--- src/assert_macros.svh ---
// Assertion helpers shared by the RTL
`ifndef ASSERT_MACROS_SVH
`define ASSERT_MACROS_SVH

// same-cycle implication, checked out of reset
`define AFT_ASSERT_IMPL(label, ante, cons, msg) \
  label: assert property (@(posedge clk) disable iff (!rst_n) (ante) |-> (cons)) \
    else $error(msg);

// next-cycle implication, checked out of reset
`define AFT_ASSERT_NEXT(label, ante, cons, msg) \
  label: assert property (@(posedge clk) disable iff (!rst_n) (ante) |=> (cons)) \
    else $error(msg);

`endif

--- src/aft_pkg.sv ---
package aft_pkg;

  // field widths
  localparam int DELAY_W   = 20;
  localparam int ELAPSED_W = 16;
  localparam int CLAMP_W   = 10;
  localparam int CFG_W     = 9;
  localparam int QDEPTH    = 2;

  localparam logic [CLAMP_W-1:0] ELAPSED_CLAMP = 10'd1000;
  localparam logic [DELAY_W-1:0] DEFAULT_DELAY = 20'd100;
  localparam logic [DELAY_W-1:0] ACC_MAX       = 20'hFFFFF;

  // request opcodes
  localparam logic [1:0] OP_LOAD    = 2'd0;
  localparam logic [1:0] OP_TICK    = 2'd1;
  localparam logic [1:0] OP_RESTART = 2'd2;

  typedef struct packed {
    logic [1:0]           op;
    logic [7:0]           entry_index;
    logic [DELAY_W-1:0]   delay_ms;
    logic [ELAPSED_W-1:0] elapsed_ms;
  } in_item_t;

  typedef struct packed {
    logic [7:0] frame_index;
    logic       frame_changed;
  } out_item_t;

  // classified command handed from front to back
  typedef enum logic [1:0] {
    CMD_NOP,
    CMD_LOAD,
    CMD_TICK,
    CMD_RESTART
  } cmd_kind_t;

  typedef struct packed {
    cmd_kind_t          kind;
    logic [7:0]         addr;
    logic [DELAY_W-1:0] delay;
    logic [CLAMP_W-1:0] elapsed;
  } cmd_t;

  // queue to back-end handshake
  typedef struct packed {
    logic valid;
    cmd_t head;
  } q_out_t;

  typedef enum logic [1:0] {
    B_IDLE,
    B_STEP,
    B_EMIT
  } bstate_t;

endpackage

--- src/aft_queue.sv ---
module aft_queue import aft_pkg::*; (
  input  logic   clk,
  input  logic   rst_n,
  input  logic   push,
  input  cmd_t   push_cmd,
  input  logic   pop,
  output logic   full,
  output q_out_t q_out
);

  localparam int PW = (QDEPTH > 1) ? $clog2(QDEPTH) : 1;
  localparam int CW = $clog2(QDEPTH + 1);

  cmd_t          slot_r [QDEPTH];
  logic [PW-1:0] wr_ptr_r, wr_ptr_nxt;
  logic [PW-1:0] rd_ptr_r, rd_ptr_nxt;
  logic [CW-1:0] count_r, count_nxt;

  assign full        = (count_r == CW'(QDEPTH));
  assign q_out.valid = (count_r != '0);
  assign q_out.head  = slot_r[rd_ptr_r];

  // pointer and fill tracking
  always_comb begin
    wr_ptr_nxt = wr_ptr_r;
    rd_ptr_nxt = rd_ptr_r;
    count_nxt  = count_r;
    if (push) begin
      wr_ptr_nxt = (wr_ptr_r == PW'(QDEPTH - 1)) ? '0 : wr_ptr_r + 1'b1;
    end
    if (pop) begin
      rd_ptr_nxt = (rd_ptr_r == PW'(QDEPTH - 1)) ? '0 : rd_ptr_r + 1'b1;
    end
    if (push && !pop) begin
      count_nxt = count_r + 1'b1;
    end else if (pop && !push) begin
      count_nxt = count_r - 1'b1;
    end
  end

  always_ff @(posedge clk) begin
    if (!rst_n) begin
      wr_ptr_r <= '0;
      rd_ptr_r <= '0;
      count_r  <= '0;
    end else begin
      wr_ptr_r <= wr_ptr_nxt;
      rd_ptr_r <= rd_ptr_nxt;
      count_r  <= count_nxt;
    end
  end

  // entry storage
  always_ff @(posedge clk) begin
    if (push) begin
      slot_r[wr_ptr_r] <= push_cmd;
    end
  end

endmodule

--- config.mk ---
export PLATFORM = sky130hd
export DESIGN_NAME = aft_queue
export DESIGN_NICKNAME = d
export VERILOG_FILES = /design/src/assert_macros.svh /design/src/aft_pkg.sv /design/src/aft_queue.sv
export SDC_FILE = /design/constraint.sdc
export NUM_CORES = 1
export LEC_CHECK = 0
export BUFFER_PORTS_ARGS = -buffer_cell sky130_fd_sc_hd__buf_2
export CAP_MARGIN = 20
export CORE_MARGIN = 2
export CORE_UTILIZATION = 25
export DETAILED_ROUTE_END_ITERATION = 16
export GPL_TIMING_DRIVEN = 0
export SLEW_MARGIN = 0
export SYNTH_ARGS = -nofsm -noshare
export SYNTH_HDL_FRONTEND = slang
export SYNTH_SLANG_ARGS = --single-unit
--- constraint.sdc ---
create_clock -name clk -period 2.62 [get_ports clk]
set_input_delay 0.524 -clock clk [delete_from_list [all_inputs] [get_ports clk]]
set_output_delay 0.524 -clock clk [all_outputs]
set_load 0.005 [all_outputs]
==> summary.txt <==
Die
  – I/O pin cnt: 86
  – Die W: 115 um
  – Core Region: 12100 um2
  – Die Span Y: 115 um
  – FP Rows: 40
  – Initial core utilization: approximately a quarter
  – Die area: 13300 um2

Worst setup path
  – CP max FO: 10
  – Cell Chain, Critical Path: buf_2 -> mux2_2 -> buf_2
  – WP data arrival: 1.53 ns
  – Cell mode on critical path: buf_2
  – CP required: 2.10 ns
  – CP max stage delay: 0.39 ns
  – CP delay by family, top: buffers and inverters
  – Kind of critical path: flip-flop to output pin
  – Critical Path End Type: output pin
  – Type of origin of the critical path: flip-flop
  – Worst path slowest cell: dfxtp_1
  – WP buf/inv: 2

Placed design
  – RePlAce Congestion: 0.641
  – Hpwl dp: 3720 um
  – Post-Place Cells: 401
  – Port-buffer cells: 85

Logic synthesis
  – Synthesized Nets: 191
  – Post-synth EDFFs: 80
  – Ranking of synthesized cells by area: edfxtp_1 78%, mux2_2 15%, dfxtp_1 3.2%, and2_1 0.81%, buf_2 0.65%
  – Synth cell types: 16
  – Area leader, netlist: edfxtp_1
  – Mean Syn Cell Area: 21.2 um2
  – Post-synth top cells: 80 x edfxtp_1, 40 x mux2_2, 5 x dfxtp_1
  – Mapped Area: 3090 um2
  – Number of synthesized register bits: 85
  – Top FF cell, synth: edfxtp_1
  – Share of the synthesized area in the top cell type: 77.6%
  – Async SR Flop Fraction: 0%
  – Syn. warnings: 0
  – Cells after Synth: 146
  – Post-synthesis sequential area ratio: 80.9%
  – Most common cell in the netlist: edfxtp_1

Power and ir drop
  – P_leak: 0.00154 uW
  – Pwr Density: 764 nW/um2
  – Peak VDD IR: approximately 0.00025 V

Drt
  – Total number of vias: roughly 1600
  – Total Wirelength: 5660 um
  – DRT iter0 DRCs: 88
  – Post-route ant nets: 0
  – Vias per inst: 3.88
  – WL/cell: approximately 14 um
  – DR DRC count: 0
  – TritonRoute pass-1 iters: 4

Global route
  – Initial antenna violation count: 0
  – Total global routing overflow: 0
  – Total GRT Usage: around 9%
  – First-pass GRT wire length: 8490 um
  – Largest net degree at the start of global routing: 23
  – Vias in the first global route: around 1700

Timing
  – Final Cycle Share: 78.4%
  – Final Slew Violations: 0
  – Rel. slew slack: between 50 and 60%
  – Final setup fails: 0
  – Min Tclk post-route: slightly above 2 ns
  – Worst-Margin Slew: 0.695 ns
  – RSZ-0062 raised after global routing: no
  – Setup_tns: 0 ns
  – Hold Violations, Final: 0
  – Max Clk Rate: approximately 500 MHz
  – Worst Skew: 0.00874 ns

Layout
  – Area growth, synth to finish: 32.1%
  – Layout cells sized above 1: between 60% and 70%
  – Final #Nets: 289
  – Fin cells: 417
  – N_diodes: 0

Clocking
  – CTS tree: built
  – Latest clock arrival within the worst-skew pair: 0.34 ns
  – # resized after CTS: 0
  – Clock-pin slew on the worst setup and hold paths: approximately 0.060 ns
  – CTS Buf Count: 9
  – CTS Sinks: 85
  – H-tree Lvls: 3
  – Clock root cell: clkbuf_16
  – Clock Tree Buf Depth: 2
  – Post-CTS Repair Setup Buffers: 0
  – Post-CTS Hold Fix Bufs: 0

Min path
  – Worst min path class: input port to flip-flop

Run status
  – Status: completed

Job
  – Max Cap Violations: 0
placed cells by master (no fill, tap or decap), types with 2 or more instances in the layout:
cell type	n
clkbuf_16	9
mux2_2	40
edfxtp_1	80
clkinv_2	4
buf_16	2
dfxtp_1	5
and2_1	3
xor2_1	2
buf_2	89
area by class of cell:
cell class	instances	area [um2]
clock buffers	11	243
clock inverters	5	50.0
flip-flops and latches	85	2500
inverters	1	3.75
repair buffers	87	480
fillers	1189	7980
well taps	168	210
plain buffers	4	20.0
multi-input cells	56	577
metal layers:
layer | global-route usage, % | wire length, um
met3 | 4.11 | 351
met5 | 0 | 0
met1 | 10.3 | 2440
met4 | 4.82 | 126
met2 | 14.3 | 2740
stage by stage:
step	setup slack [ns]	hold slack, ns	area, um2	total power, uW	util (%)
floorplan	0.590	0.461	3100	1760	-
global placement	-0.189	0.479	3730	1900	30.9
detailed placement	0.735	0.493	3790	1920	31.5
CTS	0.489	0.353	4090	3180	33.9
global route	0.429	0.356	4090	3270	33.9
finish	0.567	0.372	4090	3120	33.9
power by group:
group	total [uW]	leakage (uW)	internal, uW	switching [uW]
clock network	1240	0.000149	757	483
logic	296	0.000595	161	135
registers	1590	0.000792	1570	19.8
total	3120	0.00154	2480	639
sequential cells by signal, summed over array words and instances (netlist names), named ones only:
name,count
count_r,2
wr_ptr_r,1
slot_r,80
rd_ptr_r,1
kinds of logic after synthesis:
family                   after synthesis  synth area share (%)
AND/OR/NAND/NOR                        9                  1.90
AO/OA/AOI/OAI                          3                 0.647
flip-flops                            85                  80.9
buffers and inverters                  5                 0.768
XOR/XNOR                               3                 0.849
multiplexers                          40                  14.6
adder cells (fa/ha/maj)                1                 0.404
path summary, 6_finish.rpt:
check / from / to / slack (ns) / cells past startpoint
worst max register to register: wr_ptr_r / slot_r[1][39] / 1.11 / 2
worst min-delay path: push_cmd[33] / slot_r[1][33] / 0.37 / 1
worst min register to register: count_r[1] / count_r[1] / 0.50 / 2
worst max-delay path: flip-flop / q_out[32] / 0.57 / 3
(Power assumes the default switching activity.)
