<file path="src/assert_macros.svh">
// Assertion helpers shared by the RTL
`ifndef ASSERT_MACROS_SVH
`define ASSERT_MACROS_SVH

// same-cycle implication, checked out of reset
`define AFT_ASSERT_IMPL(label, ante, cons, msg) \
  label: assert property (@(posedge clk) disable iff (!rst_n) (ante) |-> (cons)) \
    else $error(msg);

// next-cycle implication, checked out of reset
`define AFT_ASSERT_NEXT(label, ante, cons, msg) \
  label: assert property (@(posedge clk) disable iff (!rst_n) (ante) |=> (cons)) \
    else $error(msg);

`endif

</file>
<file path="src/aft_pkg.sv">
package aft_pkg;

  // field widths
  localparam int DELAY_W   = 20;
  localparam int ELAPSED_W = 16;
  localparam int CLAMP_W   = 10;
  localparam int CFG_W     = 9;
  localparam int QDEPTH    = 2;

  localparam logic [CLAMP_W-1:0] ELAPSED_CLAMP = 10'd1000;
  localparam logic [DELAY_W-1:0] DEFAULT_DELAY = 20'd100;
  localparam logic [DELAY_W-1:0] ACC_MAX       = 20'hFFFFF;

  // request opcodes
  localparam logic [1:0] OP_LOAD    = 2'd0;
  localparam logic [1:0] OP_TICK    = 2'd1;
  localparam logic [1:0] OP_RESTART = 2'd2;

  typedef struct packed {
    logic [1:0]           op;
    logic [7:0]           entry_index;
    logic [DELAY_W-1:0]   delay_ms;
    logic [ELAPSED_W-1:0] elapsed_ms;
  } in_item_t;

  typedef struct packed {
    logic [7:0] frame_index;
    logic       frame_changed;
  } out_item_t;

  // classified command handed from front to back
  typedef enum logic [1:0] {
    CMD_NOP,
    CMD_LOAD,
    CMD_TICK,
    CMD_RESTART
  } cmd_kind_t;

  typedef struct packed {
    cmd_kind_t          kind;
    logic [7:0]         addr;
    logic [DELAY_W-1:0] delay;
    logic [CLAMP_W-1:0] elapsed;
  } cmd_t;

  // queue to back-end handshake
  typedef struct packed {
    logic valid;
    cmd_t head;
  } q_out_t;

  typedef enum logic [1:0] {
    B_IDLE,
    B_STEP,
    B_EMIT
  } bstate_t;

endpackage

</file>
<file path="src/aft_front.sv">
module aft_front import aft_pkg::*; #(
  parameter int MAX_FRAMES = 256
) (
  input  logic     in_valid,
  input  in_item_t in_data,
  output logic     in_stall,
  input  logic     q_full,
  output logic     q_push,
  output cmd_t     q_cmd
);

  // accept whenever the queue has room
  assign in_stall = q_full;
  assign q_push   = in_valid && !q_full;

  // classify the request, substitute default delay, clamp elapsed time
  always_comb begin
    q_cmd.addr    = in_data.entry_index;
    q_cmd.delay   = (in_data.delay_ms == '0) ? DEFAULT_DELAY : in_data.delay_ms;
    q_cmd.elapsed = (in_data.elapsed_ms > ELAPSED_W'(ELAPSED_CLAMP)) ?
                    ELAPSED_CLAMP : CLAMP_W'(in_data.elapsed_ms);
    case (in_data.op)
      OP_LOAD: begin
        // entries past the table are dropped
        q_cmd.kind = (32'(in_data.entry_index) < MAX_FRAMES) ? CMD_LOAD : CMD_NOP;
      end
      OP_TICK:    q_cmd.kind = CMD_TICK;
      OP_RESTART: q_cmd.kind = CMD_RESTART;
      default:    q_cmd.kind = CMD_NOP;
    endcase
  end

endmodule

</file>
<file path="config.mk">
export PLATFORM = sky130hd
export DESIGN_NAME = aft_front
export DESIGN_NICKNAME = d
export VERILOG_FILES = /design/src/assert_macros.svh /design/src/aft_pkg.sv /design/src/aft_front.sv
export SDC_FILE = /design/constraint.sdc
export NUM_CORES = 1
export LEC_CHECK = 0
export BUFFER_PORTS_ARGS = -buffer_cell sky130_fd_sc_hd__buf_2
export CAP_MARGIN = 20
export CORE_AREA = 2 2 46 48
export DETAILED_ROUTE_END_ITERATION = 7
export DIE_AREA = 0 0 48 50
export PLACE_DENSITY = 0.77
export SYNTH_ARGS = -nofsm -noshare
export SYNTH_HDL_FRONTEND = slang
export SYNTH_SLANG_ARGS = --single-unit
</file>
<file path="constraint.sdc">
create_clock -name vclk -period 1.2
set_input_delay 0.18 -clock vclk [all_inputs]
set_output_delay 0.18 -clock vclk [all_outputs]
set_load 0.1 [all_outputs]
</file>
==> results of run 1 <==
==> power breakdown <==
| group | total [W] | internal [W] | switching (W) |
|---|---|---|---|
| logic | 0.000777 | 0.000297 | 0.000480 |
| registers | 0 | 0 | 0 |
| clock network | 0 | 0 | 0 |
| total | 0.000777 | 0.000297 | 0.000480 |
==> worst min path at each step <==
stage	start	endpoint	slack, ns	cells after the start
3_5_place_dp	in_data[36]	q_cmd[30]	0.36	0
4_1_cts	in_data[36]	q_cmd[30]	0.36	0
6_report	in_data[38]	q_cmd[32]	0.36	0
5_1_grt	in_data[42]	q_cmd[36]	0.36	0
3_3_place_gp	in_data[36]	q_cmd[30]	0.36	0
2_1_floorplan	q_full	q_push	0.53	1
==> cells in the mapped netlist <==
| library cell | n | area [µm²] |
|---|---|---|
| nand2b_1 | 5 | 31.28 |
| or4_4 | 1 | 11.26 |
| clkbuf_1 | 17 | 63.81 |
| nor3_4 | 1 | 16.27 |
| o21bai_1 | 3 | 22.52 |
| ha_1 | 3 | 37.54 |
| nor4_1 | 5 | 31.28 |
| nand2_1 | 1 | 3.750 |
| nand3b_1 | 1 | 7.510 |
| nor2_1 | 2 | 7.510 |
| and3_1 | 5 | 31.28 |
| o31a_1 | 1 | 8.760 |
| nor2b_1 | 1 | 6.260 |
| buf_4 | 9 | 67.56 |
| o2111ai_1 | 1 | 8.760 |
| nand3_1 | 2 | 10.01 |
| inv_1 | 2 | 7.510 |
| nand4_1 | 1 | 6.260 |
==> timing repair <==
item	4_1_cts	5_1_grt
buffers inserted	2	0
cloned	1	0
resized for setup	28	6
pin swaps	10	5
endpoints found under the setup margin	13	13
==> critical path: stages <==
cell and delay, ns:
buf_6 0.09, or4_4 0.55, buf_6 0.14, nor3_4 0.21, nand2b_1 0.15, buf_12 0.19
==> per-stage QoR <==
stage	area [µm²]	total power, W
after global placement	1289	0.0007428
after CTS	1420	0.0007775
after global routing	1444	0.0008031
final	1444	0.0007773
after detailed placement	1289	0.0007505
after floorplan	505.5	0.0005447
==> layer usage <==
metal,track usage,vias up,wire length (µm)
li1,-,321,-
met1,0.2144,315,768
met2,0.3578,70,1086
met3,0.06227,0,364
met4,0,0,0
met5,0,-,0
==> cell families after synthesis <==
logic type	Yosys count	share of synthesized area
AOI/OAI and AO/OA	5	0.1056
buffers and inverters	28	0.3663
and+or+nand+nor	25	0.4291
adders and majority gates	3	0.09902
==> cell type report <==
cell class / instances / area, µm² / area share
Tap cell: 27 / 33.78 / 0.02340
Inverter: 2 / 7.507 / 0.005199
Timing Repair Buffer: 90 / 989.7 / 0.6854
Multi-Input combinational cell: 34 / 412.9 / 0.2860
==> qor.csv, run 1 <==
stage;metric;value;unit
outcome;status;finished, violations left;
outcome;failing checks;negative setup slack;
sta;RSZ-0062 raised after global routing;yes;
setup_path;type of the worst setup path;in -> out;
layout;non-filler instance count after layout;153;
synthesis;Synth Instances;61;
setup_path;data required time of the critical path;1.02;ns
hold_path;Hold Path Class;in -> out;
layout;layout clock buffer count;0;
layout;Final Util;0.7592;
job;max cap viols;0;
setup_path;Max FO, Critical Path;5;
layout;# fillers;105;
route;Post-Route WL;2219;µm
place;Inst Count DP;150;
place;HPWL Detailed;1887;µm
layout;commonest non-fill, non-tap cell in the layout;buf_2;
layout;fin nets;179;
synthesis;register area share after synthesis;0;
floorplanning;core area;1902;µm²
layout;commonest cells after routing, fill and taps aside;buf_2, buf_12, buf_4, buf_6;
route;First DRT Iteration DRCs;6;
floorplanning;Ports;90;
layout;Ant. Diodes;0;
sta;Worst-Margin Slew;0.4854;ns
power_and_ir_drop;Max VDD drop;0.0004307;V
setup_path;Startpoint Class;primary input;
layout;Reg area;0;µm²
route;vias per inst;4.614;
route;drt drc;0;
layout;layout cells sized above 1;0.8730;
global_routing;first-pass GRT wire length;3484;µm
layout;P&R area growth vs syn;280.9;%
sta;Final setup viols;13;
power_and_ir_drop;Static Leakage;0.6548;nW
layout;final sequential cell count;0;
floorplanning;row count;16;
global_routing;number of global-route vias before repair;838;
floorplanning;Die Area;2400;µm²
floorplanning;Starting Density;0.1993;
setup_path;CP endpoint;q_cmd[8];
sta;period utilization;1.402;
sta;setup slack after layout;-0.4826;ns
place;Port Buf Inserts;74;
sta;WHS;0.3604;ns
synthesis;synth unique cells;18;
synthesis;total nets after synthesis;112;
route;routed len/inst;14.50;µm
global_routing;GR Util All Layers;0.1921;
floorplanning;Die W;48;µm
sta;Hold Violations, Final;0;
power_and_ir_drop;Cell Pwr Density;538.3;nW/µm²
synthesis;area of the mapped netlist;379.1;µm²
sta;minimum clock period;1.683;ns
sta;Fmax;0.5943;GHz
sta;Slew Limit Fails;0;
cts;CTS Hold Bufs;0;
route;DRT Pass-1 Iters;3;
synthesis;Syn Area/Cell;6.215;µm²
place;worst slack, placed;-0.5419;ns
sta;Final TNS setup;-4.848;ns
global_routing;largest net degree at the start of global routing;6;
sta;Max-slew headroom;0.6787;
synthesis;YS warnings;0;
setup_path;crit path from;in_data[12];
global_routing;initial antenna violation count;0;
route;vias;706;
setup_path;CP arrival;1.50;ns
setup_path;crit path capture type;output port;
route;remaining antenna violation count;0;
floorplanning;Die Height;50;µm
place;Placer Congestion;0.7941;
global_routing;total gr overflow;0;
No activity file was read; power rests on OpenSTA's default activity.
==> inputs of run 2 (changes only) <==
--- a/config.mk
+++ b/config.mk
@@ -11,6 +11,7 @@
 export DETAILED_ROUTE_END_ITERATION = 7
 export DIE_AREA = 0 0 48 50
 export PLACE_DENSITY = 0.77
+export SETUP_SLACK_MARGIN = 0.05
 export SYNTH_ARGS = -nofsm -noshare
 export SYNTH_HDL_FRONTEND = slang
 export SYNTH_SLANG_ARGS = --single-unit
==> run 2 against run 1 <==
The flow still finishes with violations (negative setup slack). Utilization increased by 8.3 points. Sequential share of layout area unchanged. Flip-flop and latch count did not move. Setup slack improved by 0.023 ns. Critical path depth did not move. Routed wire length grew 19%. Largest power group unchanged. Worst hold slack hardly changed. Non-clock buffer count increased by 7. Cell area is 11% higher. Count of clock-buffer cells in the layout unchanged. Global-route usage increased by 2.5 points. Via count rose by 6.5%.
==> qor.csv, run 2 (synthesis results as in run 1) <==
stage;metric;value;unit
cts;CTS Hold Bufs;0;
sta;Fmax;0.6024;GHz
layout;P&R area growth vs syn;322.4;%
sta;period utilization;1.383;
place;Placement Cell Area;1324;µm²
setup_path;CP arrival;1.48;ns
global_routing;initial antenna violation count;0;
setup_path;Startpoint Class;primary input;
place;Inst Count DP;152;
place;worst slack, placed;-0.5504;ns
power_and_ir_drop;Clock power frac;0;
sta;Hold Violations, Final;0;
power_and_ir_drop;Cell Pwr Density;510.0;nW/µm²
power_and_ir_drop;register share of total power;0;
sta;WHS;0.3600;ns
power_and_ir_drop;Comb power frac;1.000;
setup_path;CP bufs+invs;3;
sta;Slew Limit Fails;0;
setup_path;crit path capture type;output port;
layout;Reg area;0;µm²
sta;Final setup viols;13;
power_and_ir_drop;switching share of total power;0.5998;
outcome;status;finished, violations left;
job;max cap viols;0;
sta;RSZ-0062 raised after global routing;yes;
route;vias per inst;4.730;
outcome;failing checks;negative setup slack;
power_and_ir_drop;Max VDD drop;0.0004321;V
layout;fin nets;185;
sta;minimum clock period;1.660;ns
power_and_ir_drop;P_int;0.0003269;W
place;Placer Congestion;0.8270;
layout;non-filler instance count after layout;159;
setup_path;most frequent CP cell;buf_6;
floorplanning;row count;16;
hold_path;Hold Path Class;in -> out;
layout;Ant. Diodes;0;
layout;Final Cell Area;1602;µm²
global_routing;GR Util All Layers;0.2168;
place;HPWL Detailed;1918;µm
layout;commonest cells after routing, fill and taps aside;buf_12, buf_2, buf_4, buf_6;
sta;setup slack after layout;-0.4599;ns
floorplanning;Die Area;2400;µm²
layout;layout cells sized above 1;0.9242;
sta;Worst-Margin Slew;0.3492;ns
floorplanning;Ports;90;
route;vias;752;
place;Port Buf Inserts;74;
layout;layout clock buffer count;0;
layout;# fillers;76;
floorplanning;core area;1902;µm²
global_routing;largest net degree at the start of global routing;7;
setup_path;data required time of the critical path;1.02;ns
layout;final sequential cell count;0;
floorplanning;Die Height;50;µm
route;remaining antenna violation count;0;
setup_path;CP top delay family;simple AND/OR/NAND/NOR gates;
route;routed len/inst;16.67;µm
setup_path;Max stage delay cell, worst path;or4_4;
route;Post-Route WL;2651;µm
route;First DRT Iteration DRCs;14;
setup_path;Critical Path, Cell by Cell;buf_6, or4_4, nor3_4, buf_6, and3_4, buf_12;
global_routing;first-pass GRT wire length;3726;µm
floorplanning;Starting Density;0.1993;
route;drt drc;0;
layout;commonest non-fill, non-tap cell in the layout;buf_12;
setup_path;Max FO, Critical Path;6;
setup_path;type of the worst setup path;in -> out;
floorplanning;Die W;48;µm
global_routing;number of global-route vias before repair;774;
sta;Max-slew headroom;0.7670;
power_and_ir_drop;Static Leakage;0.7493;nW
route;DRT Pass-1 Iters;4;
global_routing;total gr overflow;0;
power_and_ir_drop;P_sw;0.0004899;W
setup_path;crit-path max cell delay;0.53;ns
## run 2: power by group through the flow
stage,registers (W),clock network [W],logic (W)
6_report,0,0,0.000817
5_1_grt,0,0,0.000839
4_1_cts,0,0,0.000806
3_5_place_dp,0,0,0.000765
3_3_place_gp,0,0,0.000754
2_1_floorplan,0,0,0.000555
## run 2: final cells by class
| class | instances | area [µm²] | area share |
|---|---|---|---|
| tap | 27 | 33.78 | 0.02109 |
| timing repair buffer | 97 | 1119 | 0.6984 |
| multi-input combinational | 33 | 441.7 | 0.2758 |
| inverter | 2 | 7.507 | 0.004687 |
## run 2: worst paths after layout
path,from,end,cells after the start
setup / recovery,in_data[12],q_cmd[4],6
hold / removal,in_data[42],q_cmd[36],0
## run 2: stage by stage
step           TNS [ns]  power [W]    util
4_1_cts          -4.985  0.0008063  0.8250
3_5_place_dp     -5.605  0.0007652  0.6961
6_report         -4.552  0.0008169  0.8421
2_1_floorplan    -6.095  0.0005548       -
5_1_grt          -4.965  0.0008394  0.8421
3_3_place_gp     -5.082  0.0007540  0.6961
## run 2: layer usage
metal / GRT usage / vias to the layer above / routed length (µm)
met5: 0 / - / 0
met4: 0.03604 / 0 / 47
met3: 0.05861 / 4 / 408
met2: 0.4022 / 76 / 1367
met1: 0.2331 / 339 / 827
li1: - / 333 / -
## run 2: timing repair
| action | CTS | global route |
|---|---|---|
| resized for setup | 50 | 5 |
| pin swaps | 14 | 3 |
| endpoints found under the setup margin | 13 | 14 |
| endpoints found under the hold margin | 0 | 0 |
| setup buffers | 6 | 1 |
==> inputs of run 3 (changes only) <==
--- a/config.mk
+++ b/config.mk
@@ -10,6 +10,7 @@
 export CORE_AREA = 2 2 46 48
 export DETAILED_ROUTE_END_ITERATION = 7
 export DIE_AREA = 0 0 48 50
+export GPL_TIMING_DRIVEN = 0
 export PLACE_DENSITY = 0.77
 export SETUP_SLACK_MARGIN = 0.05
 export SYNTH_ARGS = -nofsm -noshare
==> run 3 against run 2 <==
The run still ends with negative setup slack left. Critical path type unchanged. Die area unchanged. Cell area decreased by 23%. First-iteration DRC count shrank 50%. Global-route usage shrank 5.6 points. Total power decreased by 5.3%. Critical endpoint is now q_cmd[0]. Routed wire length is 16% lower. Non-clock buffer count grew 12.
==> qor.csv, run 3 (synthesis results as in run 1) <==
stage;metric;value;unit
outcome;status;finished, violations left;
outcome;failing checks;negative setup slack;
setup_path;type of the worst setup path;in -> out;
place;HPWL Detailed;1727;µm
setup_path;CP arrival;1.51;ns
cts;CTS Hold Bufs;0;
route;vias per inst;4.398;
floorplanning;Ports;90;
floorplanning;Die W;48;µm
sta;period utilization;1.410;
sta;Hold Violations, Final;0;
route;met2 routed WL;1155;µm
setup_path;Max FO, Critical Path;7;
route;Post-Route WL;2228;µm
layout;Reg area;0;µm²
route;vias;752;
global_routing;initial antenna violation count;0;
job;max cap viols;0;
global_routing;number of global-route vias before repair;728;
power_and_ir_drop;Cell Pwr Density;625.9;nW/µm²
global_routing;GR Util All Layers;0.1604;
layout;Ant. Diodes;0;
global_routing;first-pass GRT wire length;2898;µm
floorplanning;Starting Density;0.1993;
place;Placer Congestion;0.7532;
sta;Final setup viols;13;
sta;Max-slew headroom;0.6665;
route;max layer used;met3;
place;Port Buf Inserts;82;
route;drt drc;0;
power_and_ir_drop;total power;0.0007737;W
route;routed len/inst;13.03;µm
layout;layout clock buffer count;0;
layout;area of the multi-input gates;400.4;µm²
hold_path;Hold Path Class;in -> out;
layout;layout cells sized above 1;0.9028;
floorplanning;Die Area;2400;µm²
sta;Worst-Margin Slew;0.5037;ns
setup_path;crit path capture type;output port;
layout;# fillers;139;
layout;final sequential cell count;0;
hold_path;hold path endpoint;q_cmd[16];
sta;RSZ-0062 raised after global routing;yes;
setup_path;Startpoint Class;primary input;
sta;Slew Limit Fails;0;
floorplanning;row count;16;
global_routing;total gr overflow;0;
layout;P&R area growth vs syn;226.1;%
power_and_ir_drop;Static Leakage;0.6374;nW
sta;minimum clock period;1.692;ns
hold_path;Hold Path Origin;in_data[22];
sta;setup slack after layout;-0.4917;ns
layout;commonest cells after routing, fill and taps aside;buf_2, clkbuf_2, buf_6, buf_4, buf_12;
power_and_ir_drop;Max VDD drop;0.0003780;V
sta;Fmax;0.5911;GHz
floorplanning;Die Height;50;µm
layout;fin nets;197;
hold_path;worst hold path stage count;3;
floorplanning;core area;1902;µm²
global_routing;largest net degree at the start of global routing;8;
route;M1 WL;741;µm
setup_path;data required time of the critical path;1.02;ns
route;DRT Pass-1 Iters;4;
layout;commonest non-fill, non-tap cell in the layout;buf_2;
sta;WHS;0.7273;ns
route;remaining antenna violation count;0;
route;WL met3;330;µm
route;First DRT Iteration DRCs;7;
layout;Final Util;0.6500;
-- run 3: cell count changes in the layout (fill, tap and decap cells not counted) --
cell      before  now
and3_2         0    3
and3_4         4    1
buf_12        33    8
buf_2         30   58
buf_4         21   10
buf_6         12   15
clkbuf_2       0   17
nand2b_1       0    4
nand2b_4       5    1
-- run 3: per-stage QoR --
| step | instances | area [µm²] | setup TNS, ns | setup slack, ns |
|---|---|---|---|---|
| 2_1_floorplan | 61 | 531.8 | -6.095 | -0.7131 |
| 3_3_place_gp | 170 | 975.9 | -6.565 | -0.7161 |
| 3_5_place_dp | 170 | 975.9 | -6.970 | -0.7445 |
| 4_1_cts | 171 | 1187 | -5.474 | -0.5394 |
| 5_1_grt | 171 | 1236 | -5.453 | -0.5354 |
| 6_report | 171 | 1236 | -4.797 | -0.4917 |
-- run 3: where the power goes --
group / internal (W) / switching, W
sequential: 0 / 0
clock: 0 / 0
combinational: 0.000205 / 0.000568
total: 0.000205 / 0.000568
-- run 3: final cells by class --
class / count / area share
Timing Repair Buffer: 83 / 0.5192
Multi-Input combinational cell: 33 / 0.3239
Buffer: 26 / 0.1235
Tap cell: 27 / 0.02733
Inverter: 2 / 0.006073
-- run 3: how the worst max path moves through the flow --
stage | from | end | cells after the start
after detailed placement | in_data[12] | q_cmd[1] | 5
after global placement | in_data[12] | q_cmd[2] | 5
after floorplan | in_data[12] | q_cmd[3] | 3
after global routing | in_data[12] | q_cmd[0] | 5
final | in_data[12] | q_cmd[0] | 5
after CTS | in_data[12] | q_cmd[1] | 5
-- run 3: per-layer routing --
layer  vias to the layer above  global-route usage
met5                         -                   0
met4                         0                   0
met3                         0             0.03663
met2                        70              0.3422
met1                       326              0.1457
li1                        356                   -
-- run 3: worst max-delay path: stages --
cell,delay [ns]
buf_6,0.09
or4_4,0.53
nor3_4,0.25
and3_2,0.28
buf_12,0.18
-- run 3: timing repair --
item / 4_1_cts / 5_1_grt
endpoints found under the setup margin: 15 / 14
pin swaps: 6 / 11
resized for setup: 55 / 13
setup buffers: 1 / 0
